$ cat src/rtl/stsa_pkg.sv
// Shared types and constants for the sensor timestamp aligner.
// Used by the channel interfaces and every rtl module of the block.
`timescale 1ns / 1ps

package stsa_pkg;

  // field widths
  localparam int unsigned KIND_W  = 3;
  localparam int unsigned TIME_W  = 63;
  localparam int unsigned VAL_W   = 32;
  localparam int unsigned STAT_W  = 2;
  localparam int unsigned SLOTF_W = 2;
  localparam int unsigned SHIFT_W = 5;
  localparam int unsigned OFF_W   = 64;

  // slot count default
  localparam int unsigned SLOT_COUNT_DEF = 4;

  // ns to us conversion factor
  localparam int unsigned NS_PER_US  = 1000;

  // result queue depth, also the number of outstanding beats allowed
  localparam int unsigned FIFO_DEPTH = 16;

  localparam logic [SHIFT_W-1:0] DRIFT_SHIFT_RESET = SHIFT_W'(10);
  localparam logic [TIME_W-1:0]  TIME_MAX          = {TIME_W{1'b1}};

  // sensor kinds
  localparam logic [KIND_W-1:0] KIND_ACCEL    = KIND_W'(0);
  localparam logic [KIND_W-1:0] KIND_GYRO     = KIND_W'(1);
  localparam logic [KIND_W-1:0] KIND_MAG      = KIND_W'(2);
  localparam logic [KIND_W-1:0] KIND_PRESSURE = KIND_W'(3);

  typedef enum logic [STAT_W-1:0] {
    STATUS_OK      = 2'd0,
    STATUS_UNKNOWN = 2'd1,
    STATUS_NONPOS  = 2'd2,
    STATUS_ORDER   = 2'd3
  } status_e;

  // input beat as captured at the port
  typedef struct packed {
    logic [KIND_W-1:0] sensor_kind;
    logic [TIME_W-1:0] event_time_ns;
    logic [TIME_W-1:0] local_time_us;
    logic [VAL_W-1:0]  value_x;
    logic [VAL_W-1:0]  value_y;
    logic [VAL_W-1:0]  value_z;
  } in_beat_t;

  // beat after the ns to us conversion
  typedef struct packed {
    logic [KIND_W-1:0] kind;
    logic [TIME_W-1:0] ev_us;
    logic [TIME_W-1:0] now_us;
    logic [VAL_W-1:0]  vx;
    logic [VAL_W-1:0]  vy;
    logic [VAL_W-1:0]  vz;
  } work_t;

  // result beat
  typedef struct packed {
    status_e            status;
    logic [SLOTF_W-1:0] slot;
    logic [TIME_W-1:0]  mapped_time_us;
    logic [VAL_W-1:0]   out_forward;
    logic [VAL_W-1:0]   out_right;
    logic [VAL_W-1:0]   out_down;
  } out_beat_t;

  // kinds above pressure are not tracked
  function automatic logic kind_known(input logic [KIND_W-1:0] kind);
    return kind <= KIND_PRESSURE;
  endfunction

endpackage

$ cat src/rtl/stsa_ord_stage.sv
// Mapped time and ordering check: last-time memory read, compare and write
// back with one-deep forwarding; builds the result beat. Depends on stsa_pkg.
`timescale 1ns / 1ps

module stsa_ord_stage #(
  parameter int unsigned SLOT_COUNT = stsa_pkg::SLOT_COUNT_DEF
) (
  input  logic                        clk_i,
  input  logic                        rst_ni,
  input  logic                        valid_i,
  input  stsa_pkg::work_t             work_i,
  input  logic [stsa_pkg::OFF_W-1:0]  offset_i,
  output logic                        push_o,
  output stsa_pkg::out_beat_t         res_o
);

  localparam int unsigned SLOT_W = $clog2(SLOT_COUNT);
  localparam int unsigned TW     = stsa_pkg::TIME_W;
  localparam int unsigned OW     = stsa_pkg::OFF_W;
  localparam int unsigned VW     = stsa_pkg::VAL_W;
  localparam int unsigned SUM_W  = OW + 2;

  logic [TW-1:0]         last_mem [SLOT_COUNT];
  logic [SLOT_COUNT-1:0] last_vld_q;

  logic                  c_vld_q;
  stsa_pkg::work_t       c_work_q;
  logic [TW-1:0]         c_mapped_q;
  logic                  c_nonpos_q;
  logic [TW-1:0]         c_rd_q;

  logic                  fwd_vld_q;
  logic [SLOT_W-1:0]     fwd_slot_q;
  logic [TW-1:0]         fwd_last_q;

  logic                  in_known;
  logic [SLOT_W-1:0]     in_slot;
  logic signed [SUM_W-1:0] sum;
  logic                  in_nonpos;
  logic                  in_sat;
  logic [TW-1:0]         in_mapped;

  logic                  c_known;
  logic [SLOT_W-1:0]     c_slot;
  logic [TW-1:0]         last_cur;
  stsa_pkg::status_e     c_status;
  logic                  c_wr;

  // saturating negate of a 32-bit word
  function automatic logic [VW-1:0] neg_sat(input logic [VW-1:0] w);
    if (w == {1'b1, {(VW-1){1'b0}}}) begin
      return {1'b0, {(VW-1){1'b1}}};
    end
    return -w;
  endfunction

  // mapped time = remote us plus signed offset, saturated to the time range
  assign in_known  = stsa_pkg::kind_known(work_i.kind);
  assign in_slot   = SLOT_W'(work_i.kind);
  assign sum       = $signed({{(SUM_W-TW){1'b0}}, work_i.ev_us})
                   + $signed({{(SUM_W-OW){offset_i[OW-1]}}, offset_i});
  assign in_nonpos = sum[SUM_W-1] || (sum == '0);
  assign in_sat    = !sum[SUM_W-1] && (|sum[SUM_W-2:TW]);
  assign in_mapped = in_nonpos ? '0 : (in_sat ? stsa_pkg::TIME_MAX : sum[TW-1:0]);

  // last-time memory read
  always_ff @(posedge clk_i) begin
    if (valid_i && in_known) begin
      c_rd_q <= last_mem[in_slot];
    end
  end

  // last-time memory write back
  always_ff @(posedge clk_i) begin
    if (c_wr) begin
      last_mem[c_slot] <= c_mapped_q;
    end
  end

  // check stage payload
  always_ff @(posedge clk_i) begin
    c_work_q   <= work_i;
    c_mapped_q <= in_mapped;
    c_nonpos_q <= in_nonpos;
    fwd_slot_q <= c_slot;
    fwd_last_q <= c_mapped_q;
  end

  // ordering check against the last accepted time of the slot
  assign c_known  = stsa_pkg::kind_known(c_work_q.kind);
  assign c_slot   = SLOT_W'(c_work_q.kind);
  assign last_cur = (fwd_vld_q && (fwd_slot_q == c_slot)) ? fwd_last_q
                  : (last_vld_q[c_slot] ? c_rd_q : '0);

  always_comb begin
    if (!c_known) begin
      c_status = stsa_pkg::STATUS_UNKNOWN;
    end else if (c_nonpos_q) begin
      c_status = stsa_pkg::STATUS_NONPOS;
    end else if (c_mapped_q <= last_cur) begin
      c_status = stsa_pkg::STATUS_ORDER;
    end else begin
      c_status = stsa_pkg::STATUS_OK;
    end
  end

  assign c_wr = c_vld_q && (c_status == stsa_pkg::STATUS_OK);

  // control and per-slot valid bits
  always_ff @(posedge clk_i or negedge rst_ni) begin
    if (!rst_ni) begin
      c_vld_q    <= 1'b0;
      fwd_vld_q  <= 1'b0;
      last_vld_q <= '0;
    end else begin
      c_vld_q   <= valid_i;
      fwd_vld_q <= c_wr;
      if (c_wr) begin
        last_vld_q[c_slot] <= 1'b1;
      end
    end
  end

  // result beat, axes remapped to (y, x, -z), pressure passed on forward
  always_comb begin
    res_o.status         = c_status;
    res_o.slot           = c_known ? c_work_q.kind[stsa_pkg::SLOTF_W-1:0] : '0;
    res_o.mapped_time_us = '0;
    res_o.out_forward    = '0;
    res_o.out_right      = '0;
    res_o.out_down       = '0;
    if (c_status == stsa_pkg::STATUS_OK) begin
      res_o.mapped_time_us = c_mapped_q;
      if (c_work_q.kind == stsa_pkg::KIND_PRESSURE) begin
        res_o.out_forward = c_work_q.vx;
      end else begin
        res_o.out_forward = c_work_q.vy;
        res_o.out_right   = c_work_q.vx;
        res_o.out_down    = neg_sat(c_work_q.vz);
      end
    end
  end

  assign push_o = c_vld_q;

endmodule

$ cat config.mk
export PLATFORM = sky130hd
export DESIGN_NAME = stsa_ord_stage
export DESIGN_NICKNAME = d
export VERILOG_FILES = /design/src/rtl/stsa_pkg.sv /design/src/rtl/stsa_ord_stage.sv
export SDC_FILE = /design/constraint.sdc
export NUM_CORES = 1
export LEC_CHECK = 0
export ABC_AREA = 1
export BUFFER_PORTS_ARGS = -buffer_cell sky130_fd_sc_hd__buf_2
export CAP_MARGIN = 15
export CORE_MARGIN = 3
export CORE_UTILIZATION = 32
export DETAILED_ROUTE_END_ITERATION = 12
export HOLD_SLACK_MARGIN = 0.06
export MAX_ROUTING_LAYER = met4
export PLACE_DENSITY = 0.53
export SLEW_MARGIN = 10
export SYNTH_ARGS = -nofsm -noshare
export SYNTH_HDL_FRONTEND = slang
export SYNTH_SLANG_ARGS = --single-unit
$ cat constraint.sdc
create_clock -name clk_i -period 5.6 [get_ports clk_i]
set_input_delay 0.28 -clock clk_i [delete_from_list [all_inputs] [get_ports clk_i]]
set_output_delay 0.28 -clock clk_i [all_outputs]
set_load 0.05 [all_outputs]
* Yosys cells after proc, flatten, opt, wreduce, memory -nomap -nowiden
Memory sizes are Yosys's and may differ from the RTL's. A register that Yosys moved wholly into a read port is not among the register bits.
Cells that the tools add are included.
** Storage, ports and cells
- Register bits :: 234
- Word-level logic and storage cells :: 54
- Bits in writable memories :: 252
- Input port bits :: 292
- Memories kept :: 1
- Output and inout bits :: 164
** Memory list
- last_mem :: depth 4, width 63, read ports 1, clocked after memory_dff 1, write ports 1, line stsa_ord_stage.sv:23 : logic [TW-1:0] last_mem [SLOT_COUNT];
** Cells by class
- Reductions and logical operators :: 10
- $add $sub $neg :: 2
- Mux-type cells :: 21
- Equality and inequality tests :: 3
- Bitwise logic cells :: 1
- Magnitude comparators :: 5
** Operators with widths (number)
- 2-to-1 mux 63 bit :: 3
- 2-to-1 mux 159 bit :: 1
- 2-to-1 mux 32 bit :: 3
- zero test 66 bit :: 1
- adder 64 x 64 -> 65 bit :: 1
- 2-to-1 mux 64 bit :: 1
- less-or-equal comparator 63 bit :: 1
- equality test 32 bit (second input constant) :: 1
- negator 32 bit :: 1
- 2-to-1 mux 2 bit :: 4
- 2-to-1 mux 1 bit :: 7
- less-or-equal comparator 3 x 2 -> 1 bit (second input constant) :: 2
- logical AND 1 bit :: 5
- bitwise OR 4 bit :: 1
- equality test 3 x 2 -> 1 bit (second input constant) :: 1
- < comparator 2 x 3 -> 1 bit (second input constant) :: 1
- binary-select mux 1 bit (select 2 bit) :: 1
- demux 1 bit (select 2 bit) :: 1
- equality test 2 bit :: 1
- >= comparator 2 x 1 -> 1 bit (second input constant) :: 1
- zero test 2 bit :: 1
- OR reduction 2 bit :: 1
- zero test 1 bit :: 1
- logical OR 1 bit :: 1

* Depth between registers and ports, before layout
Gate-level depths: netlist (run 1).
- Depth in word-level cells :: 13
- Depth in mapped cells :: 26
- Depth with buffers taken out :: 23

* Least setup slack after synthesis (run 1)
OpenSTA, ideal clock, no wires.
- Kind :: register to register
- From :: register c_work_q (netlist bit c_slot[0])
- To :: memory last_mem[0][0] (netlist name) (enable)
- Cell stages (with the launch flop) :: 21
- Data arrival time :: 4.397 ns
- Path buffers :: 3
- Path slack :: 0.786 ns
- Setup time :: 0.417 ns
- Clock period less this slack :: 4.814 ns
- Required time :: 5.183 ns
- Path through :: dfxtp_1 inv_1 o221ai_1 a221o_1 clkbuf_1 clkbuf_1 clkbuf_1 o21ai_0 ha_1 nand4_1 nor3_1 nand2_1 nor3_1 nand2_1 nor2_1 nand2_1 nand2_1 nand3_1 nor2_2 nand3_1 inv_1
** On the way
- Longest elaborated chain between the ends :: 12
- Elaborated cells between the ends (all ways) :: 15
- Classes of those cells :: order compare (2); eq/ne (1); mux (9); reduce/logical (3)
** Ends and longest elaborated chain
- start, declared :: line stsa_ord_stage.sv:27 : stsa_pkg::work_t c_work_q;
- start signal, assigned :: line stsa_ord_stage.sv:82 : c_work_q <= work_i;
- binary-select mux 1 bit (select 2 bit) :: line stsa_ord_stage.sv:93 : : (last_vld_q[c_slot] ? c_rd_q : '0);
- 2-to-1 mux 1 bit (not written as such) :: line stsa_ord_stage.sv:93
- 2-to-1 mux 63 bit :: line stsa_ord_stage.sv:93
- 2-to-1 mux 63 bit :: line stsa_ord_stage.sv:92 : assign last_cur = (fwd_vld_q && (fwd_slot_q == c_slot)) ? fwd_last_q
- less-or-equal comparator 63 bit :: line stsa_ord_stage.sv:100 : end else if (c_mapped_q <= last_cur) begin
- 2-to-1 mux 2 bit :: line stsa_ord_stage.sv:100
- 2-to-1 mux 2 bit :: line stsa_ord_stage.sv:98 : end else if (c_nonpos_q) begin
- 2-to-1 mux 2 bit :: line stsa_ord_stage.sv:96 : if (!c_known) begin
- zero test 2 bit :: line stsa_ord_stage.sv:107 : assign c_wr = c_vld_q && (c_status == stsa_pkg::STATUS_OK);
- logical AND 1 bit :: line stsa_ord_stage.sv:107
- 2-to-1 mux 1 bit :: line stsa_ord_stage.sv:75 : if (c_wr) begin
- 2-to-1 mux 1 bit (not written as such) :: line stsa_ord_stage.sv:76 : last_mem[c_slot] <= c_mapped_q;
- end, declared :: line stsa_ord_stage.sv:23
Several ways; a longest one is shown, not always the timed one. The select of a mux whose other input is x is not followed.

==> results of run 1 <==
## kinds of logic (layout without fill, tap and decap cells)
family,after synthesis,in the layout
adder cells (fa/ha/maj),128,128
AO/OA/AOI/OAI,393,395
other,0,13
AND/OR/NAND/NOR,1658,1658
flip-flops,549,549
buffers and inverters,714,1251
XOR/XNOR,42,42
## power groups by stage
stage | clock, mW | sequential [mW] | combinational [mW]
floorplan | 0 | 4.85 | 1.82
global placement | 0 | 4.96 | 2.60
detailed placement | 0 | 4.96 | 2.62
CTS | 4.02 | 4.87 | 2.68
global route | 4.19 | 4.91 | 2.99
finish | 3.95 | 4.87 | 2.69
## cell type report
class,count,share of cell area [%]
antenna,13,0.0948
clock buffer,84,5.08
clock inverter,26,0.722
inverter,617,6.82
multi-input combinational,2223,32.1
sequential,549,41.3
tap,1144,4.17
timing repair buffer,524,9.72
## metal layers
metal	vias up	track usage (%)	routed length (µm)
met4	0	6.34	2590
li1	12010	-	-
met3	124	1.81	3130
met2	490	32.4	44000
met1	10792	24.6	38900
met5	-	-	0
## registers in the layout, indices dropped and copies added (netlist names)
signal and flops:
c_nonpos_q 1, fwd_vld_q 1, fwd_last_q 63, last_mem 252, push_o 1, c_mapped_q 63
c_rd_q 63, last_vld_q 4, fwd_slot_q 2, c_work_q 97, c_slot 2
## placed cells by master (no fill, tap or decap), drive strengths merged, types with 2 or more instances in the layout
master	count
bufinv	4
nand3b	21
diode	13
nand2	911
o22ai	64
clkbuf	84
clkinv	17
clkinvlp	4
o211ai	3
nor3	28
inv	618
nand4	28
nand3	108
dfxtp	228
a21oi	77
o221ai	3
xor2	18
nor4	13
a221o	3
o21ai	236
and3	6
xnor2	24
dfrtp	6
dlygate4sd3	100
edfxtp	315
ha	127
nor2	542
o21a	3
o21bai	2
buf	424
## per-stage QoR
step                 TNS, ns  setup WS [ns]
global placement           0          0.740
detailed placement         0          0.729
global route        -0.00635       -0.00635
finish                     0          0.390
floorplan                  0          0.786
CTS                        0         0.0186
## synthesized netlist by cell type (2+ instances only)
cell | count | area [µm²]
nand2_2 | 7 | 43.8
o21bai_1 | 2 | 15.0
buf_8 | 3 | 45.0
and3_1 | 6 | 37.5
o21a_1 | 3 | 22.5
o221ai_1 | 3 | 26.3
nor4_1 | 13 | 81.3
dfrtp_1 | 6 | 150
inv_2 | 8 | 30.0
clkinv_1 | 2 | 7.51
nor3_4 | 3 | 48.8
buf_12 | 3 | 60.1
clkbuf_1 | 77 | 289
nor2_1 | 504 | 1890
xor2_1 | 18 | 158
a21oi_1 | 77 | 385
xnor2_1 | 24 | 210
ha_1 | 127 | 1590
edfxtp_1 | 315 | 9460
buf_4 | 2 | 15.0
nand3_2 | 7 | 70.1
nor3_2 | 4 | 40.0
inv_1 | 607 | 2280
o211ai_1 | 3 | 22.5
dfxtp_1 | 228 | 4560
nand4_1 | 27 | 169
buf_1 | 3 | 11.3
nor2_2 | 35 | 219
buf_2 | 9 | 45.0
nor3_1 | 21 | 105
nand3b_1 | 21 | 158
nor2_4 | 3 | 33.8
o21ai_0 | 236 | 1180
o22ai_1 | 64 | 400
nand2_1 | 903 | 3390
nand3_1 | 100 | 500
## worst max-delay path by stage
stage / startpoint / to / slack (ns) / cells past startpoint
after floorplan: c_slot[0] / last_mem[0][0] / 0.79 / 20
after global placement: c_slot[0] / last_mem[2][12] / 0.74 / 24
after detailed placement: c_slot[0] / last_mem[2][22] / 0.73 / 24
after CTS: c_slot[0] / res_o[22] / 0.02 / 21
after global routing: c_slot[1] / res_o[123] / -0.006 / 20
final: c_slot[1] / res_o[123] / 0.39 / 20
## what timing repair did
item                                   in CTS  in global routing
buffers inserted                            0                  7
hold buffers                              100                  0
setup endpoints to repair                   0                159
endpoints found under the hold margin     105                  0
resized for setup                           0                 13
==> impl_metrics.ini, run 1 <==
[run_status]
status = finished, final reports clean

[die]
die-area_um2 = 90700
initial_core_util_pct = 32.5
core-area_um2 = 85800
rows = 107
die_h_um = 301
pin_count = 456
die_w_um = 301

[drt]
viasPerCell = 4.52
wl_per_cell_um = 17.1
drtIter0Drc = 1449
vias = 23416
finalWirelength_um = 88600
ant_nets = 0
dr.pass1.iters = 6
drc = 0

[logic_synthesis]
postSynthCellCount = 3484
synth.area.mux_share_pct = 0
synth_top_family_by_area = simple AND/OR/NAND/NOR gates
yosys_most_used_dff = edfxtp_1
synthAdderAreaFrac_pct = 5.77
synthSimpleGateAreaFrac_pct = 24.6
netlist_area_um2 = 27900
syn_area_per_cell_um2 = 8.00
ys_seq_elements = 549
synth_compound_area_share_pct = 7.52
synth_edf_count = 315
synth_cell_types = 46
yosys_warnings = 0
yosys.area_share.xor_xnor_pct = 1.32
ys_seq_area_share_pct = 50.9
async_flop_share_pct = 1.09
synth.net_count = 3904

[setup_path]
path_common_cell = nand2_1
cp.required_ns = 5.32
cp-end-kind = output port
path_max_fanout = 59
critical_path_buf_inv_count = 6
r2r_start = c_slot[1]
crit_path_top_delay_cell = a221o_2
critPathMaxStageDelay_ns = 0.58
arrival_ns = 4.93
reg2regPathDepth = 20
critPathTopFamily = simple AND/OR/NAND/NOR gates
start_kind = flop
critical_path.cell_chain = clkinvlp_4 -> buf_4 -> a221o_2 -> o21ai_0 -> inv_1 -> ha_1 -> nand4_1 -> o221ai_1 -> nand3_1 -> nand2_1 -> nand2_1 -> nand2_1 -> nand2_1 -> nand2_1 -> nand3_1 -> nor2_4 -> clkinv_2 -> buf_12 -> nor2_1 -> buf_2
reg2reg_to = last_mem[1][12]
path_class = flop to output port
ff2ff_setup_slack_ns = 0.97

[clock_network]
clock_sinks = 549
clk_latency_ns = 0.62
clock_path_buffers = 3
cts_root_buf = clkbuf_16
h-tree-depth = 2
cts_tree = yes
numCtsBuffers = 58
path_clk_slew_ns = 0.06

[layout]
drive_gt1_share_pct = 15.2
seqCellArea_um2 = 14200
layout.cells.non_filler = 5180
fillerInstances = 8812
design_area_um2 = 34300
finish.utilization_pct = 40.0
multi_input_area_um2 = 11000
final_nets = 4393
syn_to_final_growth_pct = 23.1

[power_and_ir_drop]
pwr-share-comb_pct = 23.4
powerDensity_nw_per_um2 = 335
total_power_mw = 11.5
internal_power_mw = 7.78
peakVddDrop_v = 0.000223
p_sw_share_pct = 32.4
switching_power_mw = 3.72
seqPwrFrac_pct = 42.3
leakagePower_nw = 16.6
pwr-share-clk_pct = 34.3

[placement]
post-place-cells = 4948
hpwlAfterDp_um = 64600
placed_cell_area_um2 = 31100
io_buffers = 392
place.gp.congestion = 0.927

[timing]
fmax_mhz = 192
tightest_slew_ns = 0.986
post-route-period-util_pct = 93.0
finalHoldViolations = 0
hold_slack_ns = 0.0871
setup_viol = 0
finalCriticalPeriod_ns = 5.21
final_max_slew_viol_count = 0
fin_skew_ns = 0.0203
slew_headroom_pct = 34.3

[run]
drv_cap = 0

[global_routing]
grt_pass1_vias = 22204
grt_max_degree = 93
antenna_found_initial = 14
grt_pass1_wl_um = 130000
grt_use_total_pct = 19.3
grt.overflow.total = 0

[hold_path]
min_path_type = input pin to asynchronous set/reset pin
Note: power is estimated with default switching activity, not from simulation.
==> run 2: changes to the inputs <==
--- a/config.mk
+++ b/config.mk
@@ -6,13 +6,13 @@
 export NUM_CORES = 1
 export LEC_CHECK = 0
 export ABC_AREA = 1
+export ABC_CLOCK_PERIOD_IN_PS = 5600
 export BUFFER_PORTS_ARGS = -buffer_cell sky130_fd_sc_hd__buf_2
 export CAP_MARGIN = 15
 export CORE_MARGIN = 3
 export CORE_UTILIZATION = 32
 export DETAILED_ROUTE_END_ITERATION = 12
 export HOLD_SLACK_MARGIN = 0.06
-export MAX_ROUTING_LAYER = met4
 export PLACE_DENSITY = 0.53
 export SLEW_MARGIN = 10
 export SYNTH_ARGS = -nofsm -noshare
==> impl_metrics.ini, run 2 (synthesis results as in run 1) <==
[setup_path]
arrival_ns = 5.00
cp.required_ns = 5.32
cp-end-kind = output port
path_max_fanout = 61
path_class = flop to output port
start_kind = flop

[clock_network]
numCtsBuffers = 55
cts_tree = yes
clk_latency_ns = 0.61
h-tree-depth = 2
clock_path_buffers = 3
cts_root_buf = clkbuf_16
path_clk_slew_ns = 0.06
clock_sinks = 549

[die]
pin_count = 456
die_h_um = 301
rows = 107
core-area_um2 = 85800
die-area_um2 = 90700
initial_core_util_pct = 32.5
die_w_um = 301

[layout]
drive_gt1_share_pct = 14.9
final_nets = 4388
largest_reg_flops = 252
syn_to_final_growth_pct = 22.6
fillerInstances = 8805
multi_input_area_um2 = 11000
top_regs = last_mem: 252 flops, c_work_q: 97 flops
top_register = last_mem
seqCellArea_um2 = 14200
final_cell_mix = nand2_1, inv_1, nor2_1, buf_2, edfxtp_1
final_common_cell = nand2_1

[power_and_ir_drop]
switching_power_mw = 3.70
p_sw_share_pct = 32.4
peakVddDrop_v = 0.000240
powerDensity_nw_per_um2 = 334
total_power_mw = 11.4
pwr-share-comb_pct = 23.6
pwr-share-clk_pct = 33.7
leakagePower_nw = 16.5
seqPwrFrac_pct = 42.7
internal_power_mw = 7.71

[drt]
viasPerCell = 4.56
drc = 0
vias = 23598
finalWirelength_um = 87900
wl_per_cell_um = 17.0
dr.pass1.iters = 5
drtIter0Drc = 1530
ant_nets = 0

[placement]
place.gp.congestion = 0.916
dp_slack_ns = 0.804
io_buffers = 392
hpwlAfterDp_um = 64700

[run_status]
status = finished, final reports clean

[timing]
fmax_mhz = 189
fin_ws_ns = 0.318
fin_skew_ns = 0.0240
rsz0062_at_grt = no
post-route-period-util_pct = 94.3
tightest_slew_ns = 0.886
finalHoldViolations = 0
final_max_slew_viol_count = 0
finalCriticalPeriod_ns = 5.28
slew_headroom_pct = 40.9
setup_viol = 0
tns_ns = 0

[global_routing]
antenna_found_initial = 15
grt_pass1_vias = 22278
grt.overflow.total = 0
grt_max_degree = 73
grt_use_total_pct = 18.7
grt_pass1_wl_um = 131000

[hold_path]
min_path_type = input pin to asynchronous set/reset pin

[run]
drv_cap = 0
[run 2: cell types whose count changed in the layout (fill, tap and decap cells not counted), moves of 5 or more]
cell        previous run  this run
clkbuf_8              13         4
clkbuf_16             61        55
clkinvlp_4             4        10
bufinv_16              3         8
[run 2: final timing paths]
| check | start | cells past startpoint | endpoint | slack [ns] |
|---|---|---|---|---|
| hold reg to reg | c_slot[0] | 0 | fwd_slot_q[0] | 0.41 |
| hold / removal | rst_ni | 2 | push_o | 0.1 |
| max in group asynchronous | rst_ni | 2 | fwd_vld_q | 5.34 |
| setup reg to reg | c_slot[0] | 22 | last_mem[3][15] | 0.90 |
| min in group clk_i | work_i[222] | 1 | c_slot[0] | 0.18 |
| setup / recovery | c_slot[0] | 22 | res_o[22] | 0.32 |
[run 2: through the flow]
stage	area, µm²	hold WS [ns]	util, %	instances
2_1_floorplan	27900	-0.0156	-	3484
3_3_place_gp	31100	0.129	36.3	4947
3_5_place_dp	31100	0.130	36.3	4947
4_1_cts	34000	0.114	39.6	5149
5_1_grt	34200	0.128	39.8	5171
6_report	34200	0.0984	39.8	5173
[run 2: layer usage]
layer	vias up	global-route usage (%)	part of all wire [%]
li1	12004	-	-
met1	10888	24.3	43
met2	557	32.1	49
met3	147	1.81	3.9
met4	2	7.16	3.8
met5	-	0	0.011
[run 2: repair_timing]
action,4_1_cts,5_1_grt
setup buffers,0,7
hold endpoints to repair,104,0
resized for setup,0,5
setup endpoints to repair,0,159
hold buffers,99,0
[run 2: cell type report]
cell class / count / share of cell area, %
Sequential cell: 549 / 41.5
Multi-Input combinational cell: 2223 / 32.2
Timing Repair Buffer: 522 / 9.71
Inverter: 617 / 6.80
Clock buffer: 67 / 4.28
Tap cell: 1144 / 4.19
Clock inverter: 36 / 1.25
Antenna cell: 15 / 0.110
[run 2: power by group through the flow]
| stage | sequential (mW) | clock, mW | combinational, mW |
|---|---|---|---|
| 4_1_cts | 4.88 | 3.93 | 2.68 |
| 3_3_place_gp | 4.96 | 0 | 2.60 |
| 3_5_place_dp | 4.96 | 0 | 2.61 |
| 2_1_floorplan | 4.85 | 0 | 1.82 |
| 6_report | 4.87 | 3.84 | 2.69 |
| 5_1_grt | 4.92 | 4.07 | 3.00 |
[run 2: critical path, stage by stage (launching register included)]
cell and delay, ns:
dfxtp_1 0.34, inv_1 0.37, o221ai_4 0.22, a221o_4 0.48, buf_12 0.22, buf_4 0.19
o21ai_0 0.15, inv_1 0.07, ha_1 0.27, nand2_1 0.07, nor2_1 0.14, nand2_1 0.07
o211ai_1 0.15, nand2_1 0.08, nand2_1 0.07, a21oi_1 0.05, nand2_1 0.09, nand3_1 0.21
nor2_4 0.26, nand2_2 0.10, buf_12 0.19, nor2_1 0.20, buf_2 0.29
